### src/hw/rtl/msc_fifo.sv
// Two-entry queue used between the front and back parts and on the event output.
module msc_fifo #(
  parameter int unsigned WIDTH = 8
) (
  input  logic             clk_i,
  input  logic             rst_ni,
  input  logic             push_i,
  input  logic [WIDTH-1:0] data_i,
  output logic             ready_o,
  input  logic             pop_i,
  output logic [WIDTH-1:0] data_o,
  output logic             valid_o
);

  logic [WIDTH-1:0] mem_q [2];
  logic             wp_q, rp_q;
  logic [1:0]       cnt_q;
  logic             do_push, do_pop;

  assign ready_o = (cnt_q != 2'd2);
  assign valid_o = (cnt_q != 2'd0);
  assign data_o  = mem_q[rp_q];
  assign do_push = push_i && ready_o;
  assign do_pop  = pop_i && valid_o;

  always_ff @(posedge clk_i) begin
    if (do_push) begin
      mem_q[wp_q] <= data_i;
    end
  end

  always_ff @(posedge clk_i or negedge rst_ni) begin
    if (!rst_ni) begin
      wp_q  <= 1'b0;
      rp_q  <= 1'b0;
      cnt_q <= 2'd0;
    end else begin
      if (do_push) wp_q <= ~wp_q;
      if (do_pop) rp_q <= ~rp_q;
      cnt_q <= cnt_q + {1'b0, do_push} - {1'b0, do_pop};
    end
  end

endmodule

### config.mk
export PLATFORM = sky130hd
export DESIGN_NAME = msc_fifo
export DESIGN_NICKNAME = d
export VERILOG_FILES = /design/src/hw/rtl/msc_fifo.sv
export SDC_FILE = /design/constraint.sdc
export NUM_CORES = 1
export LEC_CHECK = 0
export BUFFER_PORTS_ARGS = -buffer_cell sky130_fd_sc_hd__buf_4
export CORE_UTILIZATION = 45
export DETAILED_ROUTE_END_ITERATION = 7
export GPL_TIMING_DRIVEN = 1
export PLACE_DENSITY_LB_ADDON = 0.25
export SYNTH_ARGS = -nofsm -noshare
export SYNTH_HDL_FRONTEND = slang
export SYNTH_SLANG_ARGS = --single-unit
export TNS_END_PERCENT = 5
### constraint.sdc
create_clock -name clk_i -period 2.65 [get_ports clk_i]
set_clock_uncertainty 0.1 [all_clocks]
set_input_delay 0.265 -clock clk_i [delete_from_list [all_inputs] [get_ports clk_i]]
set_output_delay 0.265 -clock clk_i [all_outputs]
set_load 0.01 [all_outputs]
==> results of run 1 <==
path summary, 6_finish.rpt:
kind	start	endpoint	slack, ns	cells after the start
min in group asynchronous	rst_ni	cnt_q[1]	0.19	2
min	data_i[6]	mem_q[1][6]	0.05	1
max reg2reg	cnt_q[1]	cnt_q[1]	0.86	7
max in group asynchronous	rst_ni	wp_q	2.17	2
min reg2reg	wp_q	wp_q	0.42	1
max	cnt_q[1]	cnt_q[1]	0.86	7
state kept, by name, summed over array words and instances, names as in the netlist:
register  count
cnt_q         2
rp_q          1
mem_q        16
wp_q          1
synth_stat cells:
| library cell | instances |
|---|---|
| buf_2 | 1 |
| nand2b_1 | 1 |
| and2_4 | 1 |
| nand2_1 | 1 |
| xnor2_1 | 3 |
| dfrtp_1 | 4 |
| edfxtp_1 | 16 |
| nor2_1 | 1 |
| mux2_1 | 8 |
| inv_1 | 1 |
| xor2_1 | 1 |
| ha_1 | 2 |
| or2_1 | 1 |
| and3_1 | 1 |
per-stage QoR:
step           hold WS (ns)  std cells
2_1_floorplan       -0.1306         42
3_3_place_gp       -0.03486         78
3_5_place_dp       -0.03519         78
4_1_cts             0.03704         83
5_1_grt             0.01936         83
6_report            0.04775         83
area by class of cell:
type	count	area (sq um)	area share [%]
sequential	20	580.6	57.50
timing repair buffer	22	167.7	16.60
clock inverter	1	30.03	2.974
tap	16	20.02	1.983
clock buffer	3	22.52	2.230
multi-input combinational	20	185.2	18.34
inverter	1	3.754	0.3717
critical path, cell delays in order, from the launching register on:
cell	delay, ns
dfrtp_1	0.42
or2_1	0.25
and2_4	0.17
ha_1	0.26
inv_1	0.04
ha_1	0.18
xnor2_1	0.18
xnor2_1	0.14
logic make-up (layout without fill, tap and decap cells):
family | Yosys count | after routing
flops | 20 | 20
simple gates | 6 | 6
fa+ha+maj | 2 | 2
mux | 8 | 8
xor+xnor | 4 | 4
buf+inv | 2 | 27
report_power, final:
part | switching [mW] | leakage, nW | internal, mW
Sequential | 0.0571 | 0.195 | 0.440
Clock | 0.0878 | 0.0279 | 0.153
Combinational | 0.158 | 0.188 | 0.197
repair_timing:
action	CTS	global route
endpoints found under the hold margin	4	0
endpoints found under the setup margin	0	0
hold buffers	1	0
buffers inserted	0	0
routing by layer:
layer  vias to the layer above  track usage, %  routed length [um]  share of wire [%]
met3                         0           5.000                  43                4.0
met1                       195           16.71                 456                 42
met2                        13           23.94                 583                 54
met5                         -               0                   0                  0
met4                         0           1.875                   0                  0
li1                        203               -                   -                  -
==> run metrics, run 1 <==
Worst Setup Start Kind=register; clock sink count=20; Critical Path RT=2.78 ns; total CTS buffers=3; P_leak=between 0.4 and 0.5 nW; Setup Viol. Count Final=0; # H-tree levels=1; Setup WS pre-CTS=0.8978 ns; Max VDD drop=0.6067 mV; DR pass1 iterations=5; Residual DRC=4; Max Cap Viol=0; most frequent cells in the layout=buf_4, edfxtp_1, mux2_1, dfrtp_1; die width=43.49 um; largest cells by area after synthesis=edfxtp_1, dfrtp_1, mux2_1, xnor2_1, ha_1; compound-gate portion of the synthesized area=0%; ANT nets after route=0; Vias/cell=4.952; CTS clk-pin slew, worst paths=between 0.1 and 0.15 ns; post-synthesis mux area share=11.63%; post-placement cell area=947.2 sq um; number of global-route vias before repair=426; Layout area overhead=30.37%; Core Rows=14; Total Routing Usage GR=13.69%; PortBufs=21; Final Cycle Share=between 60% and 70%; CTS tree=yes; Hold Vio Cnt, Final=0; die height=approximately 43 um; crit path kind=reg2reg; overall power=1.093 mW; Avg Synthesized Cell Area=18.44 sq um; routed wire length=1083 um; RePlAce Congestion=0.6796; simple-gate share of the synthesized area=4.523%; Final Util=64.77%; Worst Setup End Kind=register; critical path data arrival time=1.92 ns; post-synthesis sequential area ratio=74.96%; n_diodes=0; cells after synthesis=42; antenna violations before repair=0; largest net degree at the start of global routing=13; synthesized flop and latch total=20; setup ws final=0.8552 ns; status=finished with violations; Rel. slew slack=55.40%; commonest non-fill, non-tap cell in the layout=buf_4; post-detailed-route wirelength per cell=13.05 um; min-delay worst type=in2reg; synth warn=0; xor-xnor portion of the synthesized cell area=between 4 and 5%; grt ovf=0; clock insertion delay at the later pin of the skew report=about 0.29 ns; first-pass GRT wire length=1800 um; Post-Syn Area=~770 sq um; nets=82; TNS Setup=0 ns; initial core utilization=49.68%; CP max FO=3; RSZ-0062 raised after global routing=false; final instance area=1010 sq um; Slew @ Worst Pin=0.6665 ns; Core Region=between 1500 and 2000 sq um; I/O pin count=22; drt first-iter violations=8; Final Slew Violations=0; PD cells=roughly 1100 nW/um^2; max frequency=557.2 MHz; Yosys cell types=14; Period minus WS final=1.795 ns; post-CTS sizing=0; Filler Cells Inserted=114; adder-cell share of the synthesized area=under 10%; syn nets=between 50 and 60; largest family of logic cells by synthesized area=multiplexers; Synth top area share=between 60% and 70%; Synth area leader=edfxtp_1; hpwl dp=807.7 um; failing checks=DRC; Max Buffers Root-to-Sink=2; clock root buffer master=clkbuf_4; vias post-DR=411; DIE AREA=1891 sq um; share of cells above drive strength 1=38.81%
No activity file was read; power rests on OpenSTA's default activity.
==> inputs of run 2 (changes only) <==
CORE_UTILIZATION = 44   (was 45)
clock period = 1.4 ns   (was 2.65 ns; I/O delays follow)
==> run metrics, run 2 (synthesized netlist as in run 1, its figures left out) <==
status=finished with violations; failing checks=setup timing; DR pass1 iterations=3 (-2); Final Util=76.35% (+12 points); post-detailed-route wirelength per cell=14.80 um (+13%); Vias/cell=4.869 (-1.7%); P_leak=0.4923 nW (+20%); Layout area overhead=55.41%; commonest non-fill, non-tap cell in the layout=buf_4; RSZ-0062 raised after global routing=true; clock root buffer master=clkbuf_4; Slew @ Worst Pin=0.2267 ns (-0.4399 ns); Max VDD drop=1.400 mV (+130%); crit path kind=reg2reg; Final Cycle Share=120.5% (+53 points); hpwl dp=849.7 um (+5.2%); TNS Setup=-2.414 ns (-2.414 ns); Critical Path RT=1.52 ns (-1.26 ns); max frequency=592.5 MHz (+6.4%); Residual DRC=0 (-4); Rel. slew slack=84.89% (+29 points); die height=43.96 um (+1.1%); clock insertion delay at the later pin of the skew report=0.31 ns (+0.02 ns); Worst Setup End Kind=register; largest net degree at the start of global routing=12 (-1); nets=98 (+20%); Total Routing Usage GR=16.99% (+3.3 points); largest registers=mem_q (16), cnt_q (2); grt ovf=0 (unchanged); max FFs per register=16 (unchanged); Core Region=1577 sq um (+1.1%); initial core utilization=49.13% (-0.55 points); Filler Cells Inserted=96 (-16%); # H-tree levels=1 (unchanged); ANT nets after route=0 (unchanged); PortBufs=21 (unchanged); final instance area=1204 sq um (+19%); setup ws final=-0.2876 ns (-1.143 ns); share of cells above drive strength 1=54.22% (+15 points); PD cells=1943 nW/um^2 (+80%); post-placement cell area=1005 sq um (+6.1%); antenna violations before repair=0 (unchanged); routed wire length=1465 um (+35%); most frequent cells in the layout=buf_4, edfxtp_1, dlygate4sd3_1, mux2_1; number of global-route vias before repair=540 (+27%); Period minus WS final=1.688 ns (-0.1072 ns); die width=43.96 um (+1.1%); Core Rows=14 (unchanged); Final Slew Violations=0 (unchanged); n_diodes=0 (unchanged); total CTS buffers=3 (unchanged); cell mode on critical path=ha_4; critical path data arrival time=1.81 ns (-0.11 ns); worst-path cell chain=or2_4 -> and2_4 -> ha_4 -> inv_2 -> ha_4 -> xnor2_2 -> xnor2_1; min-delay worst type=in2async; drt first-iter violations=11 (+3); Max Buffers Root-to-Sink=2 (unchanged); RePlAce Congestion=0.6417 (-5.6%); vias post-DR=482 (+17%); CP max stage cell=dfrtp_1; I/O pin count=22 (unchanged); DIE AREA=1932 sq um (+2.2%); Setup Viol. Count Final=19 (+19); clock sink count=20 (unchanged); Hold Vio Cnt, Final=0 (unchanged); Most flops, register=mem_q; first-pass GRT wire length=2228 um (+24%); Max Cap Viol=0 (unchanged); CTS tree=yes; Worst Setup Start Kind=register; crit-path max cell delay=0.39 ns (-0.03 ns); CP max FO=2 (-1); CTS clk-pin slew, worst paths=0.12 ns (about the same)
-- run 2: changes by cell type in the layout (fill, tap and decap cells not counted), sizes merged --
cell / change
buf: +8
dlygate4sd3: +8
bufinv: -1
clkbuf: +1
-- run 2: per-layer routing --
layer	GRT usage (%)	wire, um
met5	0	0
met3	2.500	60
met2	32.84	781
met1	18.03	590
met4	7.273	32
-- run 2: stage by stage --
stage	cells	worst slack [ns]	total power, mW	hold slack [ns]
after floorplan	42	-0.3037	1.359	-0.2556
after global placement	85	-0.2753	1.752	-0.1581
after detailed placement	85	-0.3351	1.775	-0.1582
after CTS	98	-0.2869	2.240	0.04347
after global routing	99	-0.3322	2.435	0.05727
final	99	-0.2876	2.338	0.04572
-- run 2: worst max-delay path: cells and delay by family, from the launching register on --
| kind | cells | cell delay [ns] |
|---|---|---|
| AND/OR/NAND/NOR | 2 | 0.40 |
| flip-flops | 1 | 0.39 |
| XOR/XNOR | 2 | 0.25 |
| adder cells (fa/ha/maj) | 2 | 0.41 |
| buffers and inverters | 1 | 0.04 |
-- run 2: final cells by class --
cell class                 instances  area, sq um  area share, %
sequential                        20        581.8          48.34
timing repair buffer              38        315.3          26.20
multi-input combinational         20        246.5          20.48
clock buffer                       4        36.28          3.015
tap                               16        20.02          1.663
inverter                           1        3.754         0.3119
-- run 2: timing repair --
action	CTS	global route
hold endpoints to repair	20	0
pin swaps	1	2
buffers inserted	0	1
setup endpoints to repair	27	27
gates cloned	0	0
hold buffers	9	0
resized for setup	9	5
-- run 2: power by group --
group / internal, mW / switching, mW / total, mW
registers: 0.834 / 0.112 / 0.946
logic: 0.630 / 0.418 / 1.05
clock network: 0.159 / 0.186 / 0.345
total: 1.62 / 0.715 / 2.34
-- run 2: worst paths after layout --
path | startpoint | to | slack (ns) | cells after the start
setup / recovery | cnt_q[0] | cnt_q[1] | -0.29 | 7
hold / removal | rst_ni | wp_q | 0.05 | 2
setup reg to reg | cnt_q[0] | cnt_q[1] | -0.29 | 7
max in group asynchronous | rst_ni | rp_q | 1.04 | 2
hold reg to reg | wp_q | wp_q | 0.50 | 1
min in group clk_i | push_i | cnt_q[1] | 0.13 | 4
==> inputs of run 3 (changes only) <==
ABC_AREA = 1   (was not set)
==> run metrics, run 3 <==
antenna violations before repair=0 (unchanged); CP max FO=3 (+1); final instance area=1353 sq um (+12%); Synth top area share=58.01% (-4.0 points); failing checks=setup timing; vias post-DR=669 (+39%); largest cells by area after synthesis=edfxtp_1, nand2_1, dfrtp_1, inv_1, ha_1; Post-synth top flop=edfxtp_1; crit path to=cnt_q[1]; WHS=0.01756 ns (-0.02816 ns); synth warn=0 (unchanged); Synth area leader=edfxtp_1; Reg power frac=32.8% (-7.7 points); max FFs per register=16 (unchanged); status=finished with violations; Filler Cells Inserted=120 (+25%); Vias/cell=4.678 (-3.9%); most frequent cells in the layout=nand2_1, buf_4, edfxtp_1, dlygate4sd3_1, buf_6; Critical Path RT=1.56 ns (+0.04 ns); most frequent cells after synthesis=nand2_1, edfxtp_1, inv_1, dfrtp_1, nand2_2; syn nets=87 (+55%); Total Routing Usage GR=19.12% (+2.1 points); FF-to-FF End=cnt_q[1]; overall power=2.808 mW (+20%); Critical Path Start=cnt_q[1]; PD cells=2076 nW/um^2 (+6.9%); clock insertion delay at the later pin of the skew report=0.31 ns (about the same); combinational power share=50.3% (+5.5 points); Worst Setup End Kind=register; post-synthesis sequential area ratio=70.09% (-4.9 points); Yosys cell types=12 (-2); Max Cap Viol=0 (unchanged); RSZ-0062 raised after global routing=true; Slew @ Worst Pin=0.1606 ns (-0.06603 ns); Max VDD drop=1.522 mV (+8.8%); Final Slew Violations=0 (unchanged); synthesized flop and latch total=20 (unchanged); largest net degree at the start of global routing=13 (+1); Residual DRC=0 (unchanged); initial core utilization=47.46% (-1.7 points); Max Buffers Root-to-Sink=2 (unchanged); setup ws final=-0.07840 ns (+0.2092 ns); CTS tree=yes; CTS clk-pin slew, worst paths=0.12 ns (about the same); Final Cycle Share=105.6% (-15 points); cells after synthesis=73 (+74%); Core Rows=15 (+1); # H-tree levels=1 (unchanged); drt first-iter violations=11 (unchanged); RePlAce Congestion=0.7362 (+15%); min-delay worst type=in2reg; max frequency=676.4 MHz (+14%); number of flops mapped to enable cells by yosys=16 (unchanged); routed wire length=1912 um (+31%); die width=45.39 um (+3.3%); Post-Syn Area=828.3 sq um (+6.9%); grt ovf=0 (unchanged); Most flops, register=mem_q; Period minus WS final=1.478 ns (-0.2092 ns); Sw Pwr=0.9594 mW (+34%); Worst Setup Start Kind=register; clock root buffer master=clkbuf_4; cells on worst reg2reg path=10 (+3); Rel. slew slack=89.29% (+4.4 points); hpwl dp=997.9 um (+17%); Hold Vio Cnt, Final=0 (unchanged); post-placement cell area=1071 sq um (+6.6%); Final Util=77.49% (+1.1 points); top-count cell post-synth=nand2_1; n_diodes=0 (unchanged); worst r2r src=cnt_q[1]; slack of the worst reg-to-reg path=-0.08 ns (+0.21 ns); PortBufs=21 (unchanged); share of cells above drive strength 1=47.46% (-6.8 points); clock sink count=20 (unchanged); crit path kind=reg2reg; Layout area overhead=63.29%; first-pass GRT wire length=2580 um (+16%); critical path data arrival time=1.64 ns (-0.17 ns); commonest non-fill, non-tap cell in the layout=nand2_1; non-filler cells, final=143 (+44%); dpl cells=123 (+45%); TNS Setup=-0.1026 ns (+2.311 ns); Setup WS pre-CTS=-0.04483 ns (+0.2903 ns); DIE AREA=2060 sq um (+6.6%); internal power=1.848 mW (+14%); I/O pin count=22 (unchanged); Clk pwr share=16.9% (+2.2 points); DR pass1 iterations=5 (+2); Avg Synthesized Cell Area=11.35 sq um (-38%); sw frac=34.17% (+3.6 points); Core Region=1745 sq um (+11%); largest registers=mem_q (16), cnt_q (2); P_leak=0.6162 nW (+25%); number of global-route vias before repair=603 (+12%); ANT nets after route=0 (unchanged); Setup Viol. Count Final=4 (-15); total CTS buffers=3 (unchanged); ys async rst share=20.00% (unchanged); nets=133 (+36%); die height=45.39 um (+3.3%); post-detailed-route wirelength per cell=13.37 um (-9.6%)
-- run 3: cell types whose count changed after synthesis, moves of 3 or more --
cell     delta
mux2_1      -8
nand3_1     +3
nand2_1    +31
inv_1       +6
xnor2_1     -3
nand2_2     +4
-- run 3: layout make-up --
cell class | instances | area (sq um) | share of cell area, %
Clock buffer | 3 | 22.52 | 1.665
Tap cell | 25 | 31.28 | 2.313
Timing Repair Buffer | 42 | 402.9 | 29.79
Multi-Input combinational cell | 43 | 247.7 | 18.32
Sequential cell | 20 | 581.8 | 43.02
Inverter | 9 | 36.28 | 2.683
Clock inverter | 1 | 30.03 | 2.220
-- run 3: critical path, stage by stage, from the launching register on --
cell,delay (ns)
dfrtp_1,0.44
inv_2,0.08
nand2_2,0.06
nand2_2,0.07
inv_2,0.05
ha_4,0.26
inv_2,0.04
ha_4,0.15
inv_2,0.05
nand2_2,0.05
nand2_1,0.06
-- run 3: what timing repair did --
action	in CTS	in global routing
setup buffers	5	1
pin swaps	5	5
hold endpoints to repair	21	0
hold buffers	10	0
resized for setup	8	16
endpoints found under the setup margin	10	19
-- run 3: kinds of logic after synthesis --
logic type	Yosys count	synth area share [%]
buf+inv	10	5.741
flops	20	70.09
fa+ha+maj	2	3.021
simple gates	41	21.15
-- run 3: power by group through the flow --
| stage | clock network [mW] | registers [mW] | logic, mW |
|---|---|---|---|
| 2_1_floorplan | 0 | 0.891 | 0.551 |
| 5_1_grt | 0.487 | 0.936 | 1.51 |
| 3_5_place_dp | 0 | 0.948 | 0.961 |
| 4_1_cts | 0.467 | 0.908 | 1.20 |
| 6_report | 0.474 | 0.922 | 1.41 |
| 3_3_place_gp | 0 | 0.939 | 0.936 |
-- run 3: worst min-delay path by stage --
stage | startpoint | to | slack [ns] | cells past startpoint
after floorplan | rst_ni | cnt_q[0] | -0.26 | 0
after global placement | rst_ni | wp_q | -0.16 | 1
after detailed placement | rst_ni | cnt_q[0] | -0.16 | 1
after CTS | push_i | wp_q | 0.04 | 3
after global routing | rst_ni | cnt_q[1] | 0.06 | 2
final | push_i | wp_q | 0.02 | 3
-- run 3: metal layers --
metal	global-route usage, %	wire (um)
met4	13.33	51
met5	0	0
met2	33.43	983
met1	22.11	819
met3	1.190	57
