--- src/hw/rtl/msc_pkg.sv ---
// Shared types, codes and helpers of the MESI snooping cache controller.
package msc_pkg;

  localparam logic [31:0] STAMP_LIMIT = 32'h7fff_ffff;
  localparam int unsigned TAG_BITS = 30;
  localparam int unsigned SET_MAX_BITS = 12;
  localparam logic [2:0] MAX_EVENTS = 3'd7;

  typedef enum logic [1:0] {
    COH_I = 2'd0,
    COH_S = 2'd1,
    COH_E = 2'd2,
    COH_M = 2'd3
  } coh_e;

  typedef enum logic [2:0] {
    EV_PRRD    = 3'd0,
    EV_PRWR    = 3'd1,
    EV_BUSRD   = 3'd2,
    EV_BUSRDX  = 3'd3,
    EV_FLUSH   = 3'd4,
    EV_BUSWB   = 3'd5,
    EV_REPLACE = 3'd6
  } evk_e;

  typedef enum logic [3:0] {
    ST_CLEAR,
    ST_IDLE,
    ST_LOOK,
    ST_BUS,
    ST_SNRD,
    ST_SNDATA,
    ST_SNWB,
    ST_REPL,
    ST_VWB,
    ST_WRITE,
    ST_DONE
  } state_e;

  typedef struct packed {
    logic [1:0]  core_id;
    logic        opcode;
    logic [31:0] address;
  } req_t;

  typedef struct packed {
    logic [2:0]  event_kind;
    logic        on_bus;
    logic [1:0]  actor_core;
    logic [31:0] event_address;
    logic        last_event;
  } evt_t;

  typedef struct packed {
    logic [1:0]              core;
    logic                    write;
    logic [31:0]             address;
    logic [TAG_BITS-1:0]     tag;
    logic [SET_MAX_BITS-1:0] set;
  } cmd_t;

  typedef struct packed {
    logic [TAG_BITS-1:0] tag;
    coh_e                coh;
    logic [31:0]         stamp;
  } line_t;

  function automatic evt_t mk_evt(evk_e kind, logic bus, logic [1:0] actor,
                                  logic [31:0] addr);
    evt_t e;
    e.event_kind    = kind;
    e.on_bus        = bus;
    e.actor_core    = bus ? 2'd0 : actor;
    e.event_address = addr;
    e.last_event    = 1'b0;
    return e;
  endfunction

endpackage

--- src/hw/rtl/msc_front.sv ---
// Front part: accepts requests, drops unknown cores, splits the address into set and tag.
module msc_front #(
  parameter int unsigned CORE_COUNT     = 4,
  parameter int unsigned SET_INDEX_BITS = 6
) (
  input  logic               in_valid_i,
  input  msc_pkg::req_t      in_req_i,
  input  logic [4:0]         offset_i,
  input  logic               q_ready_i,
  output logic               in_ready_o,
  output logic               q_push_o,
  output msc_pkg::cmd_t      q_cmd_o
);

  logic [5:0] sh;
  logic       in_range;

  assign in_ready_o = q_ready_i;
  assign in_range   = ({3'b000, in_req_i.core_id} < 5'(CORE_COUNT));
  assign q_push_o   = in_valid_i && in_range;

  always_comb begin
    sh = 6'(SET_INDEX_BITS) + {1'b0, offset_i};
    q_cmd_o.core    = in_req_i.core_id;
    q_cmd_o.write   = in_req_i.opcode;
    q_cmd_o.address = in_req_i.address;
    q_cmd_o.set     = msc_pkg::SET_MAX_BITS'(in_req_i.address >> offset_i)
                      & msc_pkg::SET_MAX_BITS'((1 << SET_INDEX_BITS) - 1);
    q_cmd_o.tag     = (sh >= 6'd32) ? '0 : msc_pkg::TAG_BITS'(in_req_i.address >> sh);
  end

endmodule

--- config.mk ---
export PLATFORM = sky130hd
export DESIGN_NAME = msc_front
export DESIGN_NICKNAME = d
export VERILOG_FILES = /design/src/hw/rtl/msc_pkg.sv /design/src/hw/rtl/msc_front.sv
export SDC_FILE = /design/constraint.sdc
export NUM_CORES = 1
export LEC_CHECK = 0
export CAP_MARGIN = 20
export CORE_MARGIN = 5
export CORE_UTILIZATION = 55
export DETAILED_ROUTE_END_ITERATION = 7
export DONT_BUFFER_PORTS = 1
export PLACE_DENSITY = 0.79
export RECOVER_POWER = 100
export SYNTH_ARGS = -nofsm -noshare
export SYNTH_HDL_FRONTEND = slang
export SYNTH_SLANG_ARGS = --single-unit
--- constraint.sdc ---
create_clock -name vclk -period 3.7
set_input_delay 0.74 -clock vclk [all_inputs]
set_output_delay 0.74 -clock vclk [all_outputs]
set_load 0.1 [all_outputs]
==> results of run 1 <==
through the flow:
| stage | power (W) | setup TNS [ns] |
|---|---|---|
| floorplan | 0.0007217 | -0.8944 |
| global placement | 0.0006185 | 0 |
| detailed placement | 0.0006252 | 0 |
| CTS | 0.0006265 | 0 |
| global route | 0.0006180 | 0 |
| finish | 0.0005977 | 0 |
cell usage after synthesis (4+ instances only):
library cell	count
mux2_2	15
nand2b_1	4
nand2_1	17
mux4_2	21
buf_4	50
and3_1	4
a211oi_1	9
clkbuf_1	7
nor2b_1	4
mux2i_1	16
buf_2	6
o211ai_1	5
nor2_1	24
mux4_1	9
o22ai_1	5
o21ai_0	8
inv_1	4
power by group:
group	total, W	switching (W)	internal, W	leakage (nW)
combinational	0.000598	0.000428	0.000170	0.840
sequential	0	0	0	0
clock	0	0	0	0
total	0.000598	0.000428	0.000170	0.840
final cells by class:
| class | count | share of cell area |
|---|---|---|
| multi-input combinational | 191 | 0.8790 |
| inverter | 5 | 0.01036 |
| tap | 50 | 0.02726 |
| timing repair buffer | 29 | 0.08342 |
path summary, 6_finish.rpt:
kind | depth (start not counted) | endpoint | startpoint | slack, ns
hold / removal | 0 | q_cmd_o[75] | in_req_i[33] | 1.48
setup / recovery | 4 | q_cmd_o[21] | offset_i[0] | 0.43
critical path, delay by kind of cell:
family	cells	cell delay (ns)
buffers and inverters	1	0.88
and+or+nand+nor	1	0.58
AOI/OAI and AO/OA	2	0.31
cells by family after synthesis:
group / after synthesis
AND/OR/NAND/NOR: 70
other: 1
adder cells (fa/ha/maj): 1
buffers and inverters: 74
multiplexers: 62
AO/OA/AOI/OAI: 48
layer usage:
metal | routed length [um] | track usage
met1 | 2407 | 0.3081
met4 | 150 | 0.03953
met5 | 0 | 0
met2 | 3251 | 0.3912
met3 | 842 | 0.06081
==> qor.txt, run 1 <==
xor and xnor fraction of the mapped netlist area = 0
first-pass GRT wire length = 10,290 um
Total GRT Usage = 0.2332
Worst EP required = 2.96 ns
largest area contributor in the netlist = mux4_2
grt ovf = 0
post-synthesis sequential area ratio = 0
IO Pins = 121
via count of the first global-routing pass = 1,893
Slew @ Worst Pin = 1.475 ns
commonest non-fill, non-tap cell in the layout = mux4_2
Setup WS pre-CTS = 0.5910 ns
CP cell instances = or4b_4 -> a21o_1 -> o21ai_2 -> clkbuf_1
setup violators final = 0
PwrDens = 260.5 nW/um^2
max frequency = 305.5 MHz
remaining routing DRC violations = 0
most frequent cells in the layout = mux4_2 (21), clkbuf_2 (18), nand2_1 (17), mux2i_1 (16), nor2_1 (16)
Cell variety after synth = 47
setup ws final = 0.4271 ns
post-synth top area share = 0.2074
largest net degree at the start of global routing = 49
Vias = 2,034
largest family of logic cells by synthesized area = multiplexers
Finished Cell Area = 2295 um^2
cell area after synthesis = 2281 um^2
crit path DAT = 2.53 ns
Rows = 23
wire per inst = 24.19 um
RSZ-0062 raised after global routing = false
setup bufs post-CTS = 0
post-layout util = 0.5737
die width = 74.40 um
sequential cell count = 0
final worst path period share = 0.8846
Avg Cell Area, Syn = 8.910 um^2
dominant cells by area after synthesis = mux4_2 (21%), buf_4 (16%), mux4_1 (10%), mux2_2 (7.4%), mux2i_1 (7.0%)
post-synthesis adder-cell area fraction = 0.005485
Area growth syn-to-layout = 0.6033%
post-route insts no fill = 275
die area = 5535 um^2
cts hold-fix bufs = 0
initial antenna violation count = 0
Worst slew margin = 0.01583
Max Cap Viol = 0
core area = 4000 um^2
final-layout clock buffer total = 0
TritonRoute pass-1 iters = 5
initial DRC count = 240
crit end category = output port
CP Class = in2out
post-synthesis compound-gate area fraction = 0.1569
dpl cells = 275
final slew viol count = 0
Worst IR Drop VDD = 0.00009871 V
HP Class = in2out
slowest stage delay, CP = 0.88 ns
detailed placement HPWL = 4998 um
Post-Route WL = 6652 um
Multi-input gate area = 2017 um^2
quantity of I/O buffers inserted on ports = 0
proportion of layout cells with a drive suffix above 1 = 0.3956
initial core utilization = 0.5702
post-synthesis mux area share = 0.4602
fillers = 354
min Tclk post-route = 3.273 ns
Yosys warning count = 0
CP max-delay cell = clkbuf_1
simple-gate portion of the synthesized area = 0.1536
Final nets = 270
PostCTS Resize Cnt = 0
routability cong. = 0.9292
hold_ws = 1.480 ns
Vias/cell = 7.396
status = finished clean
kind of start point of the critical path = primary input
placed cell areas = 2401 um^2
Hold Vio Cnt, Final = 0
Final ANT Viol Nets = 0
# diodes = 0
static leakage = 0.8403 nW
sequential cell area = 0 um^2
critical-path maximum fanout = 48
Mapped Cells = 256
Die Ht = 74.40 um
No activity file was read; power rests on OpenSTA's default activity.
==> run 2, diff against run 1 <==
- ABC_AREA: not set -> 1
==> qor.txt, run 2 <==
Psw = 0.0004127 W (-3.5%)
Area growth syn-to-layout = -7.234%
die area = 4883 um^2 (-12%)
post-synth top area share = 0.4746 (+0.2673)
Die Ht = 69.88 um (-6.1%)
core area = 3416 um^2 (-15%)
setup violators final = 0 (unchanged)
post-layout util = 0.5355 (-0.03813)
quantity of I/O buffers inserted on ports = 0 (unchanged)
Slew @ Worst Pin = 0.5497 ns (-0.9257 ns)
setup bufs post-CTS = 0 (unchanged)
PwrDens = 275.3 nW/um^2 (+5.7%)
Final nets = 414 (+53%)
initial DRC count = 328 (+37%)
sequential cell count = 0 (unchanged)
post-synthesis sequential area ratio = 0 (unchanged)
Hold Vio Cnt, Final = 0 (unchanged)
Max Cap Viol = 0 (unchanged)
via count of the first global-routing pass = 2,195 (+16%)
kind of start point of the critical path = primary input
most numerous cell in the Yosys netlist = nand3_1
Worst EP required = 2.96 ns (about the same)
IO Pins = 121 (unchanged)
Worst slew margin = 0.6351 (+0.6193)
crit path DAT = 2.40 ns (-0.13 ns)
Multi-input gate area = 1560 um^2 (-23%)
Worst Hold Launch = in_req_i[21]
placed cell areas = 1907 um^2 (-21%)
status = finished clean
CP Class = in2out
post-synthesis mux area share = 0 (-0.4602)
Avg Cell Area, Syn = 4.930 um^2 (-45%)
proportion of layout cells with a drive suffix above 1 = 0.1436 (-0.2519)
cts hold-fix bufs = 0 (unchanged)
largest area contributor in the netlist = nand3_1
detailed placement HPWL = 4986 um (-0.23%)
sequential fraction of design power = 0 (unchanged)
Worst Setup SP = offset_i[0]
largest net degree at the start of global routing = 34 (-31%)
routability cong. = 1.006 (+8.2%)
remaining routing DRC violations = 0 (unchanged)
largest family of logic cells by synthesized area = simple AND/OR/NAND/NOR gates
post-synthesis compound-gate area fraction = 0.002538 (-0.1543)
final slew viol count = 0 (unchanged)
Vias = 2,586 (+27%)
Vias/cell = 6.231 (-16%)
PostCTS Resize Cnt = 0 (unchanged)
cell area after synthesis = 1972 um^2 (-14%)
Post-Route WL = 6332 um (-4.8%)
wire per inst = 15.26 um (-37%)
die width = 69.88 um (-6.1%)
TritonRoute pass-1 iters = 5 (unchanged)
first-pass GRT wire length = 10,170 um (-1.2%)
min Tclk post-route = 3.137 ns (-0.1363 ns)
simple-gate portion of the synthesized area = 0.7253 (+0.5717)
Final ANT Viol Nets = 0 (unchanged)
Total GRT Usage = 0.2408 (+0.007519)
Rows = 21 (-8.7%)
commonest non-fill, non-tap cell in the layout = nand3_1
fillers = 394 (+11%)
Logic pwr share = 1.000 (about the same)
met1 global-route usage = 0.2843 (-0.02383)
Clock Power Share = 0 (unchanged)
# diodes = 0 (unchanged)
initial antenna violation count = 0 (unchanged)
GRT met3 Usage = 0.04735 (-0.01347)
dominant cells by area after synthesis = nand3_1 (47%), nand2_1 (20%), buf_4 (19%), nor2_1 (3.2%), buf_2 (2.8%)
Finished Cell Area = 1829 um^2 (-20%)
HP Class = in2out
RSZ-0062 raised after global routing = false
final worst path period share = 0.8477 (-0.03684)
met2 Use GR = 0.4428 (+0.05159)
Sw Share = 0.8196 (+0.1044)
internal power = 0.00009083 W (-47%)
Most Crowded Layer GR = met2
initial core utilization = 0.5773 (+0.007067)
grt ovf = 0 (unchanged)
most frequent cells in the layout = nand3_1 (187), nand2_1 (106), clkbuf_2 (31), nor2_2 (12), conb_1 (10)
Yosys warning count = 0 (unchanged)
final-layout clock buffer total = 0 (unchanged)
critical-path maximum fanout = 32 (-33%)
Worst IR Drop VDD = 0.0001520 V (+54%)
Setup WS pre-CTS = 0.7875 ns (+0.1965 ns)
crit end category = output port
Hold Path Depth = 0 (unchanged)
Mapped Cells = 400 (+56%)
hold endpoint = q_cmd_o[63]
setup ws final = 0.5634 ns (+0.1363 ns)
dpl cells = 415 (+51%)
final setup TNS = 0 ns (unchanged)
post-route insts no fill = 415 (+51%)
sequential cell area = 0 um^2 (unchanged)
post-synthesis adder-cell area fraction = 0.006345 (+0.0008597)
xor and xnor fraction of the mapped netlist area = 0 (unchanged)
Cell variety after synth = 16 (-66%)
static leakage = 0.9466 nW (+13%)
synth cell count leaders = nand3_1 (187), nand2_1 (106), buf_4 (50)
max frequency = 318.8 MHz (+4.3%)
run 2: changes by cell type after synthesis, moves of 5 or more:
cell	change
a211oi_1	-9
buf_2	+5
mux2_2	-15
mux2i_1	-16
mux4_1	-9
mux4_2	-21
nand2_1	+89
nand3_1	+187
nor2_1	-7
o211ai_1	-5
o21ai_0	-8
o22ai_1	-5
run 2: kinds of logic after synthesis:
kind of cell,count (synthesis)
and+or+nand+nor,316
AOI/OAI and AO/OA,1
buffers and inverters,81
adders and majority gates,1
other,1
run 2: how the worst max path moves through the flow:
| stage | cells past startpoint | to | slack (ns) |
|---|---|---|---|
| finish | 8 | q_cmd_o[2] | 0.56 |
| global route | 8 | q_cmd_o[2] | 0.37 |
| CTS | 8 | q_cmd_o[2] | 0.78 |
| detailed placement | 8 | q_cmd_o[2] | 0.79 |
| global placement | 8 | q_cmd_o[2] | 0.88 |
| floorplan | 8 | q_cmd_o[27] | 0.28 |
run 2: power by group through the flow:
stage	registers, W	logic [W]	clock network, W
3_5_place_dp	0	0.000519	0
4_1_cts	0	0.000520	0
3_3_place_gp	0	0.000515	0
2_1_floorplan	0	0.000651	0
6_report	0	0.000504	0
5_1_grt	0	0.000534	0
run 2: cell type report:
cell class	instances	area share
repair buffers	36	0.1053
multi-input cells	328	0.8529
well taps	46	0.03146
inverters	5	0.01026
run 2: layer usage:
| layer | vias up | wire length [um] | part of all wire |
|---|---|---|---|
| li1 | 1252 | - | - |
| met1 | 1145 | 2338 | 0.37 |
| met2 | 171 | 3123 | 0.49 |
| met3 | 18 | 679 | 0.11 |
| met4 | 0 | 191 | 0.030 |
| met5 | - | 0 | 0 |
run 2: stage by stage:
step | hold WS (ns) | power (W)
3_3_place_gp | 1.481 | 0.0005148
4_1_cts | 1.481 | 0.0005202
2_1_floorplan | 1.692 | 0.0006507
6_report | 1.480 | 0.0005036
3_5_place_dp | 1.481 | 0.0005194
5_1_grt | 1.480 | 0.0005338
run 2: worst max-delay path, cell delays in order:
cell and delay [ns]:
inv_2 0.36, nand2_1 0.14, a21oi_1 0.25, nand2_1 0.11
nand3_1 0.12, nand3_1 0.11, nand2_1 0.10, clkbuf_2 0.45
==> run 3, diff against run 2 <==
- clock period: 3.7 -> 3.2 ns (I/O delays scaled with it)
==> qor.txt, run 3 (synthesis results as in run 2) <==
max frequency = 343.4 MHz
PwrDens = 320.0 nW/um^2 (+16%)
Final nets = 413 (-0.24%)
TritonRoute pass-1 iters = 8 (+3)
Worst EP required = 2.56 ns (-0.40 ns)
Setup WS pre-CTS = 0.4805 ns (-0.3070 ns)
RSZ-0062 raised after global routing = false
sequential cell area = 0 um^2 (unchanged)
setup ws final = 0.2881 ns (-0.2753 ns)
setup bufs post-CTS = 0 (unchanged)
commonest non-fill, non-tap cell in the layout = nand3_1
final-layout clock buffer total = 0 (unchanged)
detailed placement HPWL = 4874 um (-2.2%)
IO Pins = 121 (unchanged)
post-layout util = 0.5355 (unchanged)
most frequent cells in the layout = nand3_1 (187), nand2_1 (106), clkbuf_2 (28), nor2_2 (12), conb_1 (10)
crit path DAT = 2.27 ns (-0.13 ns)
routability cong. = 1.101 (+9.5%)
Area growth syn-to-layout = -7.234% (unchanged)
Worst slew margin = 0.6276 (-0.007455)
critical-path maximum fanout = 32 (unchanged)
Hold Path Depth = 0 (unchanged)
cts hold-fix bufs = 0 (unchanged)
CP Class = in2out
grt ovf = 0 (unchanged)
HP Class = in2out
remaining routing DRC violations = 0 (unchanged)
status = finished clean
die width = 69.88 um (unchanged)
Total GRT Usage = 0.2434 (+0.002659)
via count of the first global-routing pass = 2,270 (+3.4%)
PostCTS Resize Cnt = 0 (unchanged)
quantity of I/O buffers inserted on ports = 0 (unchanged)
first-pass GRT wire length = 10,320 um (+1.5%)
final worst path period share = 0.9100
Hold Vio Cnt, Final = 0 (unchanged)
Slew @ Worst Pin = 0.5609 ns (+0.01123 ns)
# diodes = 0 (unchanged)
final slew viol count = 0 (unchanged)
Worst Hold Launch = q_ready_i
sequential cell count = 0 (unchanged)
hold endpoint = in_ready_o
initial core utilization = 0.5773 (unchanged)
Vias/cell = 6.287 (+0.90%)
largest net degree at the start of global routing = 34 (unchanged)
Vias = 2,603 (+0.66%)
post-route insts no fill = 414 (-0.24%)
kind of start point of the critical path = primary input
core area = 3416 um^2 (unchanged)
initial DRC count = 381 (+16%)
Max Cap Viol = 0 (unchanged)
hold_ws = 1.280 ns (-0.2000 ns)
Die Ht = 69.88 um (unchanged)
crit end category = output port
Post-Route WL = 6362 um (+0.47%)
proportion of layout cells with a drive suffix above 1 = 0.1413 (-0.002327)
Final ANT Viol Nets = 0 (unchanged)
initial antenna violation count = 0 (unchanged)
min Tclk post-route = 2.912 ns
static leakage = 0.9439 nW (-0.28%)
wire per inst = 15.37 um (+0.72%)
Worst IR Drop VDD = 0.0001765 V (+16%)
Rows = 21 (unchanged)
dpl cells = 414 (-0.24%)
die area = 4883 um^2 (unchanged)
setup violators final = 0 (unchanged)
[run 3: area by class of cell]
cell class	instances	area, um^2
fillers	371	1587
inverters	5	18.77
multi-input cells	328	1560
well taps	46	57.56
repair buffers	35	192.7
[run 3: per-stage QoR]
stage	setup TNS [ns]	instance area, um^2	total power, W
after floorplan	-0.01011	2041	0.0007557
after global placement	0	1899	0.0005946
after detailed placement	0	1899	0.0005995
after CTS	0	1899	0.0006006
after global routing	0	1829	0.0006178
final	0	1829	0.0005853
[run 3: worst max-delay path by stage]
stage | from | end | slack [ns] | depth (start not counted)
2_1_floorplan | offset_i[1] | q_cmd_o[29] | -0.01 | 7
3_3_place_gp | offset_i[0] | q_cmd_o[2] | 0.57 | 8
3_5_place_dp | offset_i[0] | q_cmd_o[2] | 0.48 | 8
4_1_cts | offset_i[0] | q_cmd_o[2] | 0.48 | 8
5_1_grt | offset_i[0] | q_cmd_o[24] | 0.15 | 8
6_report | offset_i[0] | q_cmd_o[24] | 0.29 | 8
[run 3: worst max-delay path: stages]
cell      delay, ns
inv_2          0.37
nand2_1        0.15
a21oi_1        0.25
nand2_1        0.10
nand3_1        0.12
nand2_1        0.09
nor2_2         0.08
clkbuf_2       0.45
[run 3: routing by layer]
metal	part of all wire	vias to the layer above	GRT usage
met2	0.47	197	0.4134
met4	0.051	0	0.1106
li1	-	1250	-
met3	0.13	38	0.06026
met5	0	-	0
met1	0.35	1118	0.2860
[run 3: power breakdown]
part	switching [W]	internal [W]
combinational	0.000479	0.000107
sequential	0	0
clock	0	0
